==> src/design/stsm_pkg.sv <==
// ----------------------------------------------------------------------------
// Sparse table second minimum: shared package
// Field widths, request and register codes, and the command and status
// groups that pass between the controller and the datapath.
// ----------------------------------------------------------------------------
package stsm_pkg;

   localparam int REQ_W   = 2;
   localparam int INDEX_W = 10;
   localparam int QUERY_W = 11;
   localparam int TERM_W  = 11;
   localparam int PADDR_W = 3;
   localparam int PDATA_W = 32;

   localparam logic [REQ_W-1:0] REQ_LOAD  = 2'd0;
   localparam logic [REQ_W-1:0] REQ_BUILD = 2'd1;
   localparam logic [REQ_W-1:0] REQ_QUERY = 2'd2;

   // Register index, taken from paddr bit 2.
   localparam logic REG_TERM_COUNT = 1'b0;

   typedef enum logic [1:0] {
      PH_WHOLE = 2'd0,
      PH_LEFT  = 2'd1,
      PH_RIGHT = 2'd2
   } phase_type;

   typedef struct packed {
      logic      capture;
      logic      load_wr;
      logic      build_init;
      logic      build_read;
      logic      build_next;
      logic      q_start;
      logic      q_level;
      logic      q_read;
      logic      pick;
      phase_type phase;
      logic      out_load;
      logic      out_err;
   } cmd_type;

   typedef struct packed {
      logic load_hit;
      logic q_bad;
      logic level_fits;
      logic build_last;
      logic min_left;
      logic min_right;
      logic mpos_right;
      logic wr_pending;
   } status_type;

endpackage

==> src/design/stsm_ctrl.sv <==
// ----------------------------------------------------------------------------
// Sparse table second minimum: controller
// Sequences loads, the level-by-level table build and the up to three
// range-minimum lookups of a query, and owns the built flag and output valid.
// ----------------------------------------------------------------------------
module stsm_ctrl (
   input  logic                     clock,
   input  logic                     reset,
   input  logic                     req_valid,
   input  logic [stsm_pkg::REQ_W-1:0] req_kind,
   output logic                     req_ready,
   output logic                     rsp_valid,
   input  logic                     rsp_ready,
   input  logic                     cfg_wr,
   input  stsm_pkg::status_type     status,
   output stsm_pkg::cmd_type        cmd
);
   import stsm_pkg::*;

   typedef enum logic [8:0] {
      S_IDLE    = 9'b000000001,
      S_B_CHECK = 9'b000000010,
      S_B_READ  = 9'b000000100,
      S_B_DRAIN = 9'b000001000,
      S_Q_CHECK = 9'b000010000,
      S_Q_LEVEL = 9'b000100000,
      S_Q_READ  = 9'b001000000,
      S_Q_PICK  = 9'b010000000,
      S_Q_DONE  = 9'b100000000
   } state_type;

   state_type state_ff, state_in;
   phase_type phase_ff, phase_in;
   logic      built_ff, built_in;
   logic      q_err_ff, q_err_in;
   logic      rsp_valid_ff, rsp_valid_in;

   always_comb begin
      state_in     = state_ff;
      phase_in     = phase_ff;
      built_in     = built_ff;
      q_err_in     = q_err_ff;
      cmd          = '0;
      cmd.phase    = phase_ff;
      case (state_ff)
         S_IDLE: begin
            if (req_valid) begin
               case (req_kind)
                  REQ_LOAD: begin
                     cmd.load_wr = 1'b1;
                     if (status.load_hit) begin
                        built_in = 1'b0;
                     end
                  end
                  REQ_BUILD: begin
                     cmd.build_init = 1'b1;
                     state_in       = S_B_CHECK;
                  end
                  REQ_QUERY: begin
                     cmd.capture = 1'b1;
                     state_in    = S_Q_CHECK;
                  end
                  default: ;
               endcase
            end
         end
         S_B_CHECK: begin
            if (status.level_fits) begin
               state_in = S_B_READ;
            end else begin
               built_in = 1'b1;
               state_in = S_IDLE;
            end
         end
         S_B_READ: begin
            cmd.build_read = 1'b1;
            if (status.build_last) begin
               state_in = S_B_DRAIN;
            end
         end
         S_B_DRAIN: begin
            // The last window of this level is written here, so the next
            // level reads it in time.
            cmd.build_next = 1'b1;
            state_in       = S_B_CHECK;
         end
         S_Q_CHECK: begin
            cmd.q_start = 1'b1;
            q_err_in    = !built_ff || status.q_bad;
            phase_in    = PH_WHOLE;
            state_in    = (!built_ff || status.q_bad) ? S_Q_DONE : S_Q_LEVEL;
         end
         S_Q_LEVEL: begin
            cmd.q_level = 1'b1;
            state_in    = S_Q_READ;
         end
         S_Q_READ: begin
            cmd.q_read = 1'b1;
            state_in   = S_Q_PICK;
         end
         S_Q_PICK: begin
            cmd.pick = 1'b1;
            case (phase_ff)
               PH_WHOLE: begin
                  if (status.min_left) begin
                     phase_in = PH_LEFT;
                     state_in = S_Q_LEVEL;
                  end else if (status.min_right) begin
                     phase_in = PH_RIGHT;
                     state_in = S_Q_LEVEL;
                  end else begin
                     state_in = S_Q_DONE;
                  end
               end
               PH_LEFT: begin
                  if (status.mpos_right) begin
                     phase_in = PH_RIGHT;
                     state_in = S_Q_LEVEL;
                  end else begin
                     state_in = S_Q_DONE;
                  end
               end
               default: state_in = S_Q_DONE;
            endcase
         end
         S_Q_DONE: begin
            if (!rsp_valid_ff || rsp_ready) begin
               cmd.out_load = 1'b1;
               cmd.out_err  = q_err_ff;
               state_in     = S_IDLE;
            end
         end
         default: state_in = S_IDLE;
      endcase
      if (cfg_wr) begin
         built_in = 1'b0;
      end
   end

   always_comb begin
      if (cmd.out_load) begin
         rsp_valid_in = 1'b1;
      end else if (rsp_ready) begin
         rsp_valid_in = 1'b0;
      end else begin
         rsp_valid_in = rsp_valid_ff;
      end
   end

   always_ff @(posedge clock) begin
      if (reset) begin
         state_ff     <= S_IDLE;
         phase_ff     <= PH_WHOLE;
         built_ff     <= 1'b0;
         q_err_ff     <= 1'b0;
         rsp_valid_ff <= 1'b0;
      end else begin
         state_ff     <= state_in;
         phase_ff     <= phase_in;
         built_ff     <= built_in;
         q_err_ff     <= q_err_in;
         rsp_valid_ff <= rsp_valid_in;
      end
   end

   assign req_ready = (state_ff == S_IDLE);
   assign rsp_valid = rsp_valid_ff;

endmodule

==> config.mk <==
export PLATFORM = sky130hd
export DESIGN_NAME = stsm_ctrl
export DESIGN_NICKNAME = d
export VERILOG_FILES = /design/src/design/stsm_pkg.sv /design/src/design/stsm_ctrl.sv
export SDC_FILE = /design/constraint.sdc
export NUM_CORES = 1
export LEC_CHECK = 0
export BUFFER_PORTS_ARGS = -buffer_cell sky130_fd_sc_hd__buf_2
export CAP_MARGIN = 20
export CORE_MARGIN = 8
export CORE_UTILIZATION = 53
export CTS_CLUSTER_DIAMETER = 200
export CTS_CLUSTER_SIZE = 10
export DETAILED_ROUTE_END_ITERATION = 8
export MAX_ROUTING_LAYER = met4
export PLACE_DENSITY = 0.83
export SLEW_MARGIN = 20
export SYNTH_ARGS = -nofsm -noshare
export SYNTH_HDL_FRONTEND = slang
export SYNTH_SLANG_ARGS = --single-unit
==> constraint.sdc <==
create_clock -name clock -period 4.2 [get_ports clock]
set_input_delay 0.42 -clock clock [delete_from_list [all_inputs] [get_ports clock]]
set_output_delay 0.42 -clock clock [all_outputs]
set_load 0.005 [all_outputs]
Yosys cells after proc, flatten, opt, wreduce, memory -nomap -nowiden
Index checks and enable logic that the tools add are counted.
Widths: inputs -> output; s select.

word-level totals
  bits of input ports = 15
  output and inout port bits = 15
  register bits = 14
  logic and storage cells = 76

operators by class
  mux-type cells = 36
  equal/unequal tests = 22
  reductions and logical operators = 13

operators with widths
  kind                number
  $pmux 9 s9          1
  $mux 9              7
  $pmux 9 s2          2
  $mux 1              15
  $mux 2              5
  $eq 9x1->1 const B  1
  $eq 9x2->1 const B  1
  $eq 9x3->1 const B  1
  $eq 9x4->1 const B  1
  $eq 9x5->1 const B  1
  $eq 9x6->1 const B  1
  $eq 9x7->1 const B  1
  $eq 9x8->1 const B  1
  $eq 9x9->1 const B  1
  $mux 3              3
  $ne 2x2->1 const B  4
  $pmux 2 s2          2
  $reduce_and 4->1    2
  $reduce_bool 2->1   3
  $reduce_and 5->1    1
  $eq 2x1->1 const B  2
  $logic_not 2->1     2
  $ne 2x1->1 const B  2
  $ne 4x4->1 const B  1
  other kinds (8)     10

Depth between registers and ports, before layout
  depth in word-level cells = 5
  mapped depth = 6
  depth with buffers taken out = 4

Worst setup path after synthesis
OpenSTA, ideal clock, no wires.

  path type = flip-flop to output port
  from = register state_ff[4]
  to = output cmd[11] in the netlist's numbering
  arrival = 1.581 ns
  path buffers = 0
  setup slack = 2.199 ns
  required time = 3.780 ns
  stages on the path, launching flop included = 4
  cell sequence = dfxtp_1 -> or4_4 -> nor4b_4 -> and4bb_4

RTL lines
  item                    line              RTL
  from (decl)             stsm_ctrl.sv:32   state_type state_ff, state_in;
  from (signal assigned)  stsm_ctrl.sv:158  state_ff <= state_in;
  to (decl)               stsm_ctrl.sv:16   output stsm_pkg::cmd_type cmd

==> flow_summary.yaml <==
status:
  outcome: "finished clean"
timing:
  min_period_over_period_pct: 61.8
  rsz0062_at_grt: "false"
  hold_viol_final: 0
  maxSlewHeadroom_pct: 59.6
  tns_ns: 0
  setup_viol: 0
  slew_viol_final: 0
  tightestPinTransition_ns: 0.600
  fin_crit_ns: 2.60
  final.setup_skew_ns: 0.00248
  max_freq_mhz: 385
floorplanning:
  core-area_um2: 1690
  fp.dieW_um: 57.8
  io_pins: 30
  initial_core_util_pct: 54.9
  rows: 15
  design.die.area_um2: 3340
  die_y_um: 57.8
run:
  drv_cap: 0
clock_tree:
  path_clk_slew_ns: 0.08
  post_cts_resized: 0
  cts_tree: "built"
  h-tree-depth: 1
  clock_latency_ns: 0.29
  clockBufferDepth: 2
  numCtsBuffers: 3
  cts_root_buffer: "clkbuf_4"
  cts_hold_buf: 0
  clock_sinks: 14
  post_cts_buffers: 0
setup_path:
  crit_start: "state_ff[4]"
  worstReg2RegStart: "state_ff[4]"
  worst_ep_arrival_time_ns: 2.18
  critPathRequiredTime_ns: 3.78
  crit_type: "reg2out"
  cp_max_fo: 7
  start_kind: "flip-flop"
  rr_endpoint: "state_ff[4]"
  endpoint: "cmd[0]"
  rrSetupSlack_ns: 2.26
  reg2reg_depth: 4
  critPathCaptureType: "output port"
finish:
  fin_area_um2: 1110
  fillers: 153
  syn2layout_area_growth_pct: 19.3
  drive_gt1_share_pct: 27.5
  nets: 158
  diodes: 0
global_route:
  gr-total-overflow: 0
  grt_pass1_vias: 884
  grt_max_degree: 11
  grt_usage_pct: 15.2
  grt_pass1_wl_um: 3860
  antenna_found_initial: 0
power:
  ir_drop_v: 0.000253
  p_per_area_nw_per_um2: 333
  p_leak_nw: 0.486
routing:
  wirelength_met1_um: 1040
  routed_wl_um: 2350
  wl_met3_um: 206
  vias: 966
  routed.top_layer: "met4"
  avgRoutedWirePerCell_um: 14.8
  dr.pass1.iters: 4
  drtIter0Drc: 24
  route.detailed.drc: 0
  ant_nets: 0
  dr_wl_met2_um: 1050
  viasPerCell: 6.08
synthesis:
  syn_nets: 129
  synth_top_flop_cell: "dfxtp_1"
  syn_area_um2: 927
  syn_area_per_cell_um2: 8.13
  ys_ff_latch: 14
  synth_edf_count: 0
  ys_warn_count: 0
  syn_inst: 114
  yosysSeqAreaShare_pct: 30.2
  async_reset_ff_share_pct: 0
  synth.distinct_cells: 43
placed_design:
  gp_congestion: 0.835
  hpwl_um: 1850
  port_buffers: 28
  placed_cell_area_um2: 1070
hold_path:
  hp-class: "in2reg"
==> layout by cell type (no fill, tap or decap), types with 2 or more instances in the layout <==
master | netlist | layout
nand2_1 | 7 | 7
dfxtp_1 | 14 | 14
buf_2 | 0 | 28
and3_1 | 4 | 4
nor3_1 | 6 | 6
and4_1 | 2 | 2
nor2_1 | 13 | 13
nor4b_1 | 2 | 2
nor3b_1 | 2 | 2
nor4_1 | 4 | 4
a211oi_1 | 2 | 2
nand2b_1 | 5 | 5
clkbuf_4 | 0 | 3
a21oi_1 | 4 | 4
o211ai_1 | 2 | 2
or3_1 | 5 | 5
inv_1 | 4 | 4
o31ai_1 | 2 | 2
nor2b_1 | 5 | 5
and2_1 | 4 | 4
==> critical path, stage by stage, from the launching register on <==
cell and delay, ns:
dfxtp_1 0.37, nor4_1 0.58, nand2_1 0.22, or3_1 0.41, nor3b_1 0.17, buf_2 0.14
==> kinds of logic (layout without fill, tap and decap cells) <==
family	Yosys count	after routing	synth area share, %
flops	14	14	30.2
buf+inv	8	36	3.64
compound gates	23	23	19.8
xor+xnor	1	1	0.945
simple gates	68	68	45.3
==> area by class of cell <==
cell class	count	area (um^2)	area share (%)
timing repair buffer	28	140	12.7
tap	17	21.3	1.92
clock buffer	4	36.3	3.28
sequential	14	280	25.3
multi-input combinational	92	613	55.4
inverter	4	15.0	1.36
==> power by group <==
part | total, mW | switching (mW) | internal (mW) | leakage [nW]
sequential | 0.155 | 0.0158 | 0.139 | 0.113
clock | 0.0985 | 0.0456 | 0.0529 | 0.0210
combinational | 0.114 | 0.0606 | 0.0535 | 0.352
total | 0.368 | 0.122 | 0.246 | 0.486
==> through the flow <==
step | hold WS, ns | std cells | power (mW) | utilization (%) | worst slack, ns
finish | 0.298 | 159 | 0.368 | 65.5 | 1.60
global route | 0.299 | 159 | 0.387 | 65.5 | 1.55
detailed placement | 0.490 | 155 | 0.269 | 63.3 | 1.97
floorplan | 0.464 | 114 | 0.238 | - | 2.20
global placement | 0.486 | 155 | 0.265 | 63.3 | 1.99
CTS | 0.294 | 159 | 0.368 | 65.5 | 1.64
==> worst min-delay path by stage <==
| stage | from | end | slack [ns] | cells after the start |
|---|---|---|---|---|
| floorplan | q_err_ff | q_err_ff | 0.46 | 2 |
| global placement | q_err_ff | q_err_ff | 0.49 | 2 |
| detailed placement | q_err_ff | q_err_ff | 0.49 | 2 |
| CTS | cfg_wr | built_ff | 0.29 | 2 |
| global route | cfg_wr | built_ff | 0.30 | 2 |
| finish | cfg_wr | built_ff | 0.30 | 2 |
==> routing by layer <==
layer	global-route usage, %	vias up
met1	16.6	438
met3	7.06	6
met2	22.6	37
met5	-	-
li1	-	485
met4	8.04	0
==> cells in the mapped netlist, drive strengths merged, types with 2 or more instances <==
cell,instances,area [um^2]
dfxtp,14,280
nor2,13,48.8
nand2,7,26.3
nor3,6,30.0
nand2b,5,31.3
nor2b,5,31.3
or3,5,31.3
a21oi,4,20.0
and2,4,25.0
and3,4,25.0
inv,4,15.0
nor4,4,25.0
clkbuf,3,11.3
nor4b,3,41.3
a211oi,2,15.0
and4,2,17.5
nor3b,2,15.0
o211ai,2,15.0
o31ai,2,15.0
==> flip-flops by register name (all words and copies together) (netlist names) <==
register / cells
rsp_valid: 1
q_err_ff: 1
built_ff: 1
state_ff: 9
phase_ff: 2
No activity file was read; power rests on OpenSTA's default activity.
